--- config.mk ---
export PLATFORM = sky130hd
export DESIGN_NAME = barcode_check_digit_validator_top
export DESIGN_NICKNAME = d
export VERILOG_FILES = /design/src/hdl/bcdv_pkg.sv /design/src/hdl/bcdv_accum.sv /design/src/hdl/bcdv_check.sv /design/src/hdl/barcode_check_digit_validator_top.sv
export SDC_FILE = /design/constraint.sdc
export NUM_CORES = 1
export LEC_CHECK = 0
export BUFFER_PORTS_ARGS = -buffer_cell sky130_fd_sc_hd__buf_2
export CORE_MARGIN = 1.5
export CORE_UTILIZATION = 35
export CTS_BUF_LIST = sky130_fd_sc_hd__clkbuf_4 sky130_fd_sc_hd__clkbuf_8
export CTS_CLUSTER_DIAMETER = 150
export DETAILED_ROUTE_END_ITERATION = 7
export GPL_ROUTABILITY_DRIVEN = 0
export HOLD_SLACK_MARGIN = 0.05
export PLACE_DENSITY_LB_ADDON = 0.12
export SETUP_SLACK_MARGIN = 0.3
export SLEW_MARGIN = 20
export SYNTH_ARGS = -nofsm -noshare
export SYNTH_HDL_FRONTEND = slang
export SYNTH_HIERARCHICAL = 1
export SYNTH_SLANG_ARGS = --single-unit
export TNS_END_PERCENT = 20
--- constraint.sdc ---
create_clock -name clk -period 15.46 [get_ports clk]
set_clock_uncertainty 0.05 [all_clocks]
set_input_delay 1.546 -clock clk [delete_from_list [all_inputs] [get_ports clk]]
set_output_delay 1.546 -clock clk [all_outputs]
set_load 0.005 [all_outputs]
--- src/hdl/bcdv_pkg.sv ---
package bcdv_pkg;

  localparam int unsigned CHAR_W  = 8;
  localparam int unsigned DIGIT_W = 4;
  localparam int unsigned COUNT_W = 5;

  localparam logic [CHAR_W-1:0]  CHAR_ZERO  = 8'h30;
  localparam logic [CHAR_W-1:0]  CHAR_NINE  = 8'h39;
  localparam logic [CHAR_W-1:0]  CHAR_SPACE = 8'h20;
  localparam logic [COUNT_W-1:0] COUNT_MAX  = 5'd31;

  localparam logic [COUNT_W-1:0] LEN_EAN8  = 5'd8;
  localparam logic [COUNT_W-1:0] LEN_EAN13 = 5'd13;
  localparam logic [COUNT_W-1:0] LEN_GTIN14 = 5'd14;
  localparam logic [COUNT_W-1:0] LEN_SSCC16 = 5'd16;

  localparam logic [DIGIT_W-1:0] MODULUS = 4'd10;

  typedef enum logic [1:0] {
    ST_OK         = 2'd0,
    ST_BAD_LENGTH = 2'd1,
    ST_BAD_CHECK  = 2'd2,
    ST_BAD_CHAR   = 2'd3
  } status_t;

  typedef struct packed {
    logic [DIGIT_W-1:0] even_sum;
    logic [DIGIT_W-1:0] odd_sum;
    logic [DIGIT_W-1:0] pending_digit;
    logic [COUNT_W-1:0] char_count;
    logic               space_seen;
    logic               bad_char_seen;
  } acc_t;

  function automatic logic [DIGIT_W-1:0] add_mod10(input logic [DIGIT_W-1:0] a,
                                                   input logic [DIGIT_W-1:0] b);
    logic [DIGIT_W:0] s;
    s = {1'b0, a} + {1'b0, b};
    if (s >= {1'b0, MODULUS}) begin
      s = s - {1'b0, MODULUS};
    end
    return s[DIGIT_W-1:0];
  endfunction

endpackage

--- src/hdl/bcdv_accum.sv ---
module bcdv_accum (
  input  logic                         clk,
  input  logic                         rst,
  input  logic                         consume,
  input  logic                         last_char,
  input  logic [bcdv_pkg::CHAR_W-1:0]  char_code,
  output bcdv_pkg::acc_t               upd
);

  bcdv_pkg::acc_t acc;

  logic                           is_digit;
  logic [bcdv_pkg::CHAR_W-1:0]    offset;
  logic [bcdv_pkg::DIGIT_W-1:0]   digit;
  logic [bcdv_pkg::COUNT_W-1:0]   pos;

  assign is_digit = (char_code >= bcdv_pkg::CHAR_ZERO) && (char_code <= bcdv_pkg::CHAR_NINE);
  assign offset   = char_code - bcdv_pkg::CHAR_ZERO;
  assign digit    = is_digit ? offset[bcdv_pkg::DIGIT_W-1:0] : '0;
  assign pos      = acc.char_count - 5'd1;

  always_comb begin
    upd = acc;
    if (!acc.space_seen) begin
      if (char_code == bcdv_pkg::CHAR_SPACE) begin
        upd.space_seen = 1'b1;
      end else begin
        if (!is_digit) begin
          upd.bad_char_seen = 1'b1;
        end
        if (acc.char_count != '0) begin
          if (!pos[0]) begin
            upd.even_sum = bcdv_pkg::add_mod10(acc.even_sum, acc.pending_digit);
          end else begin
            upd.odd_sum = bcdv_pkg::add_mod10(acc.odd_sum, acc.pending_digit);
          end
        end
        upd.pending_digit = digit;
        if (acc.char_count != bcdv_pkg::COUNT_MAX) begin
          upd.char_count = acc.char_count + 5'd1;
        end
      end
    end
  end

  // clear after the last beat of a code
  always_ff @(posedge clk) begin
    if (rst) begin
      acc <= '0;
    end else if (consume) begin
      if (last_char) begin
        acc <= '0;
      end else begin
        acc <= upd;
      end
    end
  end

endmodule

--- src/hdl/bcdv_check.sv ---
module bcdv_check (
  input  logic           clk,
  input  logic           rst,
  input  logic           load,
  input  bcdv_pkg::acc_t upd,
  output logic           m_tvalid,
  input  logic           m_tready,
  output logic [7:0]     m_tdata    // code_valid, check_status[1:0], code_length[4:0]
);

  logic [bcdv_pkg::DIGIT_W-1:0] w3;
  logic [bcdv_pkg::DIGIT_W-1:0] w1;
  logic [5:0]                   weighted;
  logic [5:0]                   total;
  logic [bcdv_pkg::DIGIT_W-1:0] check_digit;
  logic                         length_ok;
  bcdv_pkg::status_t            status;
  logic [7:0]                   data_next;

  assign w3       = upd.char_count[0] ? upd.odd_sum : upd.even_sum;
  assign w1       = upd.char_count[0] ? upd.even_sum : upd.odd_sum;
  assign weighted = {1'b0, w3, 1'b0} + {2'b00, w3} + {2'b00, w1};

  always_comb begin
    priority if (weighted >= 6'd30) begin
      total = weighted - 6'd30;
    end else if (weighted >= 6'd20) begin
      total = weighted - 6'd20;
    end else if (weighted >= 6'd10) begin
      total = weighted - 6'd10;
    end else begin
      total = weighted;
    end
  end

  assign check_digit = (total == '0) ? '0 : (bcdv_pkg::MODULUS - total[3:0]);

  assign length_ok = (upd.char_count == bcdv_pkg::LEN_EAN8)
                  || (upd.char_count == bcdv_pkg::LEN_EAN13)
                  || (upd.char_count == bcdv_pkg::LEN_GTIN14)
                  || (upd.char_count == bcdv_pkg::LEN_SSCC16);

  always_comb begin
    priority if (upd.bad_char_seen) begin
      status = bcdv_pkg::ST_BAD_CHAR;
    end else if (!length_ok) begin
      status = bcdv_pkg::ST_BAD_LENGTH;
    end else if (upd.pending_digit != check_digit) begin
      status = bcdv_pkg::ST_BAD_CHECK;
    end else begin
      status = bcdv_pkg::ST_OK;
    end
  end

  assign data_next = {upd.char_count, status, (status == bcdv_pkg::ST_OK)};

  always_ff @(posedge clk) begin
    if (rst) begin
      m_tvalid <= 1'b0;
    end else if (load) begin
      m_tvalid <= 1'b1;
    end else if (m_tready) begin
      m_tvalid <= 1'b0;
    end
  end

  always_ff @(posedge clk) begin
    if (load) begin
      m_tdata <= data_next;
    end
  end

endmodule

--- src/hdl/barcode_check_digit_validator_top.sv ---
// Flow: a beat is registered at the input, then folded into the running sums;
//   a last beat loads the result register and raises m_tvalid once that register is free.
// Throughput: one character per cycle through the input register and the
//   combinational mod-10 fold; a full result register stalls only last beats.
// Reset: rst is synchronous, active high; clears sums, count, flags and both valids.
module barcode_check_digit_validator_top (
  input  logic       clk,
  input  logic       rst,
  input  logic       s_tvalid,
  output logic       s_tready,
  input  logic [7:0] s_tdata,    // char_code[7:0]
  input  logic       s_tlast,
  output logic       m_tvalid,
  input  logic       m_tready,
  output logic [7:0] m_tdata     // code_valid, check_status[1:0], code_length[4:0]
);

  logic                         in_valid;
  logic [bcdv_pkg::CHAR_W-1:0]  in_char;
  logic                         in_last;
  logic                         out_free;
  logic                         consume;
  bcdv_pkg::acc_t               upd;

  assign out_free = !m_tvalid || m_tready;
  assign consume  = in_valid && (!in_last || out_free);
  assign s_tready = !in_valid || consume;

  always_ff @(posedge clk) begin
    if (rst) begin
      in_valid <= 1'b0;
    end else if (s_tready) begin
      in_valid <= s_tvalid;
    end
  end

  always_ff @(posedge clk) begin
    if (s_tready && s_tvalid) begin
      in_char <= s_tdata;
      in_last <= s_tlast;
    end
  end

  bcdv_accum u_accum (
    .clk       (clk),
    .rst       (rst),
    .consume   (consume),
    .last_char (in_last),
    .char_code (in_char),
    .upd       (upd)
  );

  bcdv_check u_check (
    .clk      (clk),
    .rst      (rst),
    .load     (consume && in_last),
    .upd      (upd),
    .m_tvalid (m_tvalid),
    .m_tready (m_tready),
    .m_tdata  (m_tdata)
  );

endmodule

After elaboration in Yosys (flattened, before gate mapping)
Index checks and enable logic that the tools add are counted.

word-level totals
  register bits = 38
  input port bits = 13

operators by class
  $add $sub $neg = 13
  order comparisons = 7
  equality and inequality tests = 7
  mux-type cells = 24
  reduce and logical (&&, ||, !) cells = 17

operator list
  cell                 count
  $mux 19              2
  $mux 4               8
  $mux 6               3
  $mux 17              1
  $eq 5x4->1 const B   3
  $ge 6x5->1 const B   2
  $sub 6x5->6 const B  2
  $add 4x4->5          2
  $ge 5x4->1 const B   2
  $eq 8x6->1 const B   1
  $ge 8x6->1 const B   1
  $le 8x6->1 const B   1
  $mux 8               1
  $sub 4x4->4 const B  2
  $add 5x4->6          1
  $add 6x4->6          1
  $ge 6x4->1 const B   1
  $logic_not 6->1      1
  $logic_or 1x1->1     6
  $mux 2               3
  $sub 6x4->6 const B  1
  $add 5x1->5 const B  1
  $eq 5x5->1 const B   1
  $mux 1               5
  other kinds (11)     16

Longest topological paths before layout
Gate-level depths: netlist of the first run.

  word-level depth = 21
  mapped depth = 32
  gate-level depth less buffers = 32

Modules after synthesis
Netlist of the first run, hierarchy kept.

modules (own cells, without submodules)
  module                             times used  cells each  area an instance (sq um)
  bcdv_accum                         1           194         1626.6
  bcdv_check                         1           145         1335.0
  barcode_check_digit_validator_top  1           18          350.3

Worst setup path before layout of the first run
OpenSTA, ideal clock, no wires.

  path type = reg-to-reg
  from = register u_accum/acc[7] in the netlist's numbering
  to = register u_check.m_tdata[0] (data pin)
  setup time = 0.264 ns
  arrival = 6.215 ns
  slack = 8.931 ns
  stages on the path, launching flop included = 28
  path buffers = 0
  path through = dfxtp_1 > ha_1 > inv_1 > fa_1 > xnor2_1 > inv_1 > ha_1 > o31a_1 > o21a_1 > or3_1 > a31o_2 > mux2i_1 > inv_1 > fa_1 > fa_1 > xor2_2 > inv_2 > ha_1 > o21ai_0 > a21oi_1 > o21bai_1 > nand2_1 > xnor2_1 > ha_1 > xor2_1 > a31o_2 > a221oi_2 > nor4_1

RTL lines
  element                   line              RTL
  start: declaration        bcdv_accum.sv:10  bcdv_pkg::acc_t acc;
  start signal: assignment  bcdv_accum.sv:54  acc <= upd;
  end signal: assignment    bcdv_check.sv:69  m_tdata <= data_next;
  end: declaration          bcdv_check.sv:8   output logic [7:0] m_tdata

==> impl_metrics.ini, run 1 <==
[status]
status = finished, final reports clean

[detailed_routing]
drc = 0
vias = 2840
vias_per_cell = 5.76
dr.pass1.iters = 4
wl_per_cell_um = 15.7
wirelength_um = 7750
drt_iter0_drc = 140
drt.antenna.violating_nets = 0

[grt]
grt.total_usage_pct = 16.3
grt_max_degree = 17
grt_pass1_vias = 2684
antenna_found_initial = 0
grt_pass1_wl_um = 13100
gr-total-overflow = 0

[clock_tree]
cts_hold_buf = 0
clk_latency_ns = 0.30
numCtsBuffers = 5
cts_setup_buffers = 0
clock_sinks = 38
clockBufferDepth = 2
cts_tree = yes
root_buffer = clkbuf_8
htree_levels = 2
cts-resized-gates = 0
cts.clk_slew.worst_paths_ns = 0.08

[pwr]
p_leak_nw = 1.51
ir_drop_mv = 0.0541
power_density_nw_per_um2 = 61.9

[worst_hold_path]
min-delay-path-class = reg -> reg

[yosys]
synth_cell_types = 72
ys_ff_latch = 38
synthArstFlopShare_pct = 0
ys_seq_area_share_pct = 28.1
yosysWarnings = 6
synthFlopType = dfxtp_1
synth_nets = 401
synth_edf_count = 17
netlist_area_um2 = 3310
syn_inst = 357
avgSynthCellArea_um2 = 9.28

[setup_path]
crit_buf_inv = 6
start_kind = register
crit_top_cell = inv_1
critPathCaptureType = register
critPathMaxFanout = 7
cpPeakStageDelay_ns = 0.57
cpLargestDelayFamily = adder cells
crit_path_top_delay_cell = fa_1
crit_type = reg -> reg
crit_arrival_ns = 7.31
required_ns = 15.45

[sta]
drv_slew = 0
setup_tns_ns = 0
final.period_utilization_pct = 47.3
grt_setup_unrepaired = false
setup_violations = 0
slew_headroom_pct = 42.6
max_freq_mhz = 137
fin_ws_ns = 8.14
hold_viol = 0
fin_crit_ns = 7.32
tightest_slew_ns = 0.858

[finish]
layout_common_cells = nor2_1 (27), ha_1 (25), nand2_1 (22), inv_1 (22), buf_2 (22)
final_common_cell = nor2_1
layout.nets = 425
layout-drive-gt1-share_pct = 17.0
antennaDiodeCount = 0
fin_util_pct = 39.8
syn_to_final_growth_pct = 10.6

[placement]
port_buffers = 22
post-place-ws_ns = 8.16
dpl.hpwl_um = 6110

[floorplan]
die-width_um = 100
num_rows = 35
core_um2 = 9200
die_y_um = 100
initial_utilization_pct = 36.0
die-area_um2 = 10100
ios = 23

[flow_run]
drv_cap = 0
[state kept, by name, summed over array words and instances, names as in the netlist]
signal,cells
u_check/m_tdata,8
u_check/m_tvalid,1
in_valid,1
in_char,8
u_accum/acc,19
in_last,1
[layer usage]
metal,wire length [um],track usage [%]
met1,3830,22.8
met2,3480,26.1
met3,296,2.23
met4,149,5.20
met5,0,0
[cell families after synthesis]
kind of cell             count (synthesis)  synth area share [%]
flip-flops                              38                  28.1
multiplexers                            18                  5.70
buffers and inverters                   31                  3.63
AO/OA/AOI/OAI                          112                  25.2
AND/OR/NAND/NOR                        116                  21.1
XOR/XNOR                                11                  3.14
adder cells (fa/ha/maj)                 31                  13.1
[final timing paths]
kind,startpoint,to,slack (ns),depth (start not counted)
max,u_accum/acc[7],u_check/m_tdata[2],8.14,31
min,u_accum/acc[0],u_accum/acc[0],0.44,2
max reg2reg,u_accum/acc[7],u_check/m_tdata[2],8.14,31
min reg2reg,u_accum/acc[0],u_accum/acc[0],0.44,2
[worst min-delay path: stages, from the launching register on]
cell and delay, ns:
dfxtp_1 0.34, a31oi_1 0.04, nor2_1 0.07
[per-stage QoR]
step / hold slack, ns / std cells / power [mW] / area (um2)
global placement: 0.426 / 485 / 0.142 / 3550
floorplan: 0.389 / 357 / 0.133 / 3310
detailed placement: 0.420 / 485 / 0.142 / 3550
CTS: 0.438 / 493 / 0.229 / 3660
global route: 0.484 / 493 / 0.237 / 3660
finish: 0.439 / 493 / 0.227 / 3660
[report_power, final]
group          total [mW]  internal [mW]  switching, mW
Sequential          0.110          0.107        0.00240
Combinational      0.0294         0.0119         0.0176
Clock              0.0873         0.0499         0.0374
Total               0.227          0.169         0.0574
[area by class of cell]
cell class	instances	area, um2
Fill cell	929	5530
Multi-Input combinational cell	288	2260
Sequential cell	38	931
Tap cell	111	139
Timing Repair Buffer	24	125
Inverter	24	92.6
Clock buffer	6	76.3
Clock inverter	2	37.5
[Yosys cell counts, types with 3 or more instances]
cell type  count  share of area (%)
nor2b_1        5               0.94
a31oi_1       11                2.1
and4_1         3               0.79
a211oi_1       4               0.91
nor4_1         4               0.76
a21o_1         7                1.6
o21a_1         5                1.1
nand2_1       22                2.5
or2_2          4               0.76
nand4_1        3               0.57
a211o_1        3               0.79
and2_1         4               0.76
a32oi_1        3               0.79
edfxtp_1      17                 15
o21ai_0       15                2.3
ha_1          25                9.4
clkbuf_1       6               0.68
a32o_1         6                1.8
o22ai_1        4               0.76
nor2_1        27                3.1
mux2i_1       11                3.3
nand3_1       10                1.5
or3_1          3               0.57
dfxtp_1       21                 13
xnor2_1        7                1.9
nor3_1         7                1.1
a311oi_2       3                1.4
mux2_2         7                2.4
a21oi_1       20                3.0
nand2b_1       4               0.76
nor4b_1        3               0.79
a31o_2         3               0.79
inv_1         22                2.5
a22o_1         4                1.1
xor2_1         3               0.79
fa_1           6                3.6
No activity file was read; power rests on OpenSTA's default activity.
==> run 2, diff against run 1 <==
clock period = 6.3 ns   (was 15.46 ns; I/O delays follow)
==> run 2 against run 1 <==
  * The flow now finishes with violations (setup timing)
  * Global-route usage increased by 0.43 points
  * Cell count increased by 6.9%
  * Power increased to 2.5 times the previous value
  * First-iteration DRC count fell by 26%
  * Fmax grew 15%
  * Non-clock buffer count is 34 higher
  * Sequential power rose by 140%
  * Clock-buffer cell count is the same
  * Setup slack lost 8.2 ns
  * Largest power group unchanged
==> impl_metrics.ini, run 2 (same netlist as run 1, synthesis figures left out) <==
[placement]
place_inst = 512
dpl.hpwl_um = 6420
port_buffers = 22

[sta]
fin_ws_ns = -0.0630
grt_setup_unrepaired = true
tightest_slew_ns = 0.817
setup_violations = 1
drv_slew = 0
max_freq_mhz = 157
hold_viol = 0
final.period_utilization_pct = 101
slew_headroom_pct = 45.3
fin_crit_ns = 6.36

[finish]
largest_reg_flops = 19
antennaDiodeCount = 0
final_common_cell = buf_4
regMostFlops = u_accum/acc
layout-drive-gt1-share_pct = 32.9
finalNonFillerCells = 527
layout.nets = 459
syn_to_final_growth_pct = 26.1
layout_common_cells = buf_4 (35), nor2_1 (27), buf_2 (22), nand2_1 (21)
reg_top3 = u_accum/acc (19), in_char (8), u_check/m_tdata (8)
fin_util_pct = 45.4
fill_cells = 901

[floorplan]
ios = 23
die_y_um = 100
initial_utilization_pct = 36.0
die-width_um = 100
num_rows = 35
die-area_um2 = 10100
core_um2 = 9200

[grt]
grt_pass1_wl_um = 13400
grt_max_degree = 16
antenna_found_initial = 0
grt_pass1_vias = 2807
gr-total-overflow = 0
grt.total_usage_pct = 16.7

[pwr]
netSwitchingFraction_pct = 25.8
p_clk_share_pct = 37.2
p_switching_mw = 0.149
p_leak_nw = 1.71
seq_power_share_pct = 46.6
p_int_mw = 0.428
power_density_nw_per_um2 = 138
ir_drop_mv = 0.106
combinationalPowerShare_pct = 16.2

[setup_path]
crit_arrival_ns = 6.35
cp-endpoint = u_check/m_tdata[2]
crit_path_top_delay_cell = fa_2
reg2reg_from = u_accum/acc[7]
cpPeakStageDelay_ns = 0.70
required_ns = 6.29
r2r_cells = 28
reg2reg_to = u_check/m_tdata[2]
critPathMaxFanout = 7
crit_type = reg -> reg
startpoint = u_accum/acc[7]
r2r_setup_slack_ns = -0.06
start_kind = register
critPathCaptureType = register

[detailed_routing]
wl_per_cell_um = 16.0
wirelength_um = 8430
vias = 3000
drt.antenna.violating_nets = 0
dr.pass1.iters = 4
drt_iter0_drc = 104
drc = 0
vias_per_cell = 5.69

[status]
status = finished with violations
violations = setup timing

[worst_hold_path]
min-delay-path-class = reg -> reg

[clock_tree]
cts_tree = yes
clockBufferDepth = 2
numCtsBuffers = 5
root_buffer = clkbuf_8
clock_sinks = 38
clk_latency_ns = 0.29
cts.clk_slew.worst_paths_ns = 0.08
htree_levels = 2

[flow_run]
drv_cap = 0
## run 2: cell count changes in the layout (fill, tap and decap cells not counted), moves of 3 or more
| cell | delta |
|---|---|
| inv_1 | -4 |
| buf_4 | +33 |
| ha_1 | -7 |
| inv_2 | +4 |
| a21oi_2 | +3 |
| ha_2 | +3 |
| xnor2_1 | -3 |
| xnor2_2 | +3 |
| o21ai_0 | -4 |
| ha_4 | +4 |
| fa_2 | +3 |
| a21oi_1 | -4 |
| dfxtp_1 | -3 |
| fa_1 | -3 |
## run 2: worst min-delay path by stage
stage | start | end | depth (start not counted)
2_1_floorplan | u_accum/acc[0] | u_accum/acc[0] | 2
3_3_place_gp | u_accum/acc[0] | u_accum/acc[0] | 2
3_5_place_dp | u_accum/acc[0] | u_accum/acc[0] | 2
4_1_cts | u_accum/acc[7] | u_accum/acc[7] | 2
5_1_grt | s_tdata[6] | in_char[6] | 1
6_report | u_accum/acc[0] | u_accum/acc[0] | 2
## run 2: layout make-up
class | count | area, um2 | share of cell area (%)
clock buffer | 6 | 76.3 | 1.83
clock inverter | 2 | 37.5 | 0.898
sequential | 38 | 940 | 22.5
timing repair buffer | 58 | 393 | 9.40
inverter | 24 | 92.6 | 2.22
multi-input combinational | 288 | 2500 | 59.8
tap | 111 | 139 | 3.32
## run 2: repair_timing
item | in CTS | in global routing
pin swaps | 4 | 21
setup buffers | 1 | 6
hold buffers | 0 | 0
setup endpoints to repair | 2 | 2
gates resized for setup | 5 | 32
## run 2: critical path, delay by kind of cell, from the launching register on
| family | cells | cell delay (ns) |
|---|---|---|
| AOI/OAI and AO/OA | 11 | 1.84 |
| xor gates and xnor gates | 3 | 0.48 |
| adders and majority gates | 7 | 2.39 |
| buffers and inverters | 3 | 0.19 |
| DFF | 1 | 0.37 |
| muxes | 2 | 0.52 |
| and+or+nand+nor | 2 | 0.27 |
## run 2: power by group through the flow
stage	Sequential (mW)	Clock [mW]	Combinational, mW
floorplan	0.274	0	0.0560
global placement	0.275	0	0.0823
detailed placement	0.275	0	0.0819
CTS	0.270	0.220	0.0834
global route	0.270	0.233	0.101
finish	0.269	0.215	0.0935
## run 2: per-stage QoR
step             TNS (ns)  setup slack [ns]  cell area [um2]  power [mW]  hold WS [ns]
2_1_floorplan           0             0.249             3380       0.330         0.389
3_3_place_gp            0             0.103             3830       0.358         0.408
3_5_place_dp      -0.0551           -0.0291             3830       0.357         0.424
4_1_cts        -0.0000200        -0.0000200             3970       0.573         0.450
5_1_grt            -0.585            -0.341             4180       0.604         0.445
6_report          -0.0630           -0.0630             4180       0.577         0.442
## run 2: per-layer routing
| metal | part of all wire [%] | vias to the layer above | global-route usage (%) |
|---|---|---|---|
| li1 | - | 1489 | - |
| met1 | 49 | 1441 | 24.0 |
| met2 | 46 | 60 | 26.8 |
| met3 | 3.1 | 10 | 2.16 |
| met4 | 1.3 | 0 | 3.79 |
| met5 | 0 | - | 0 |
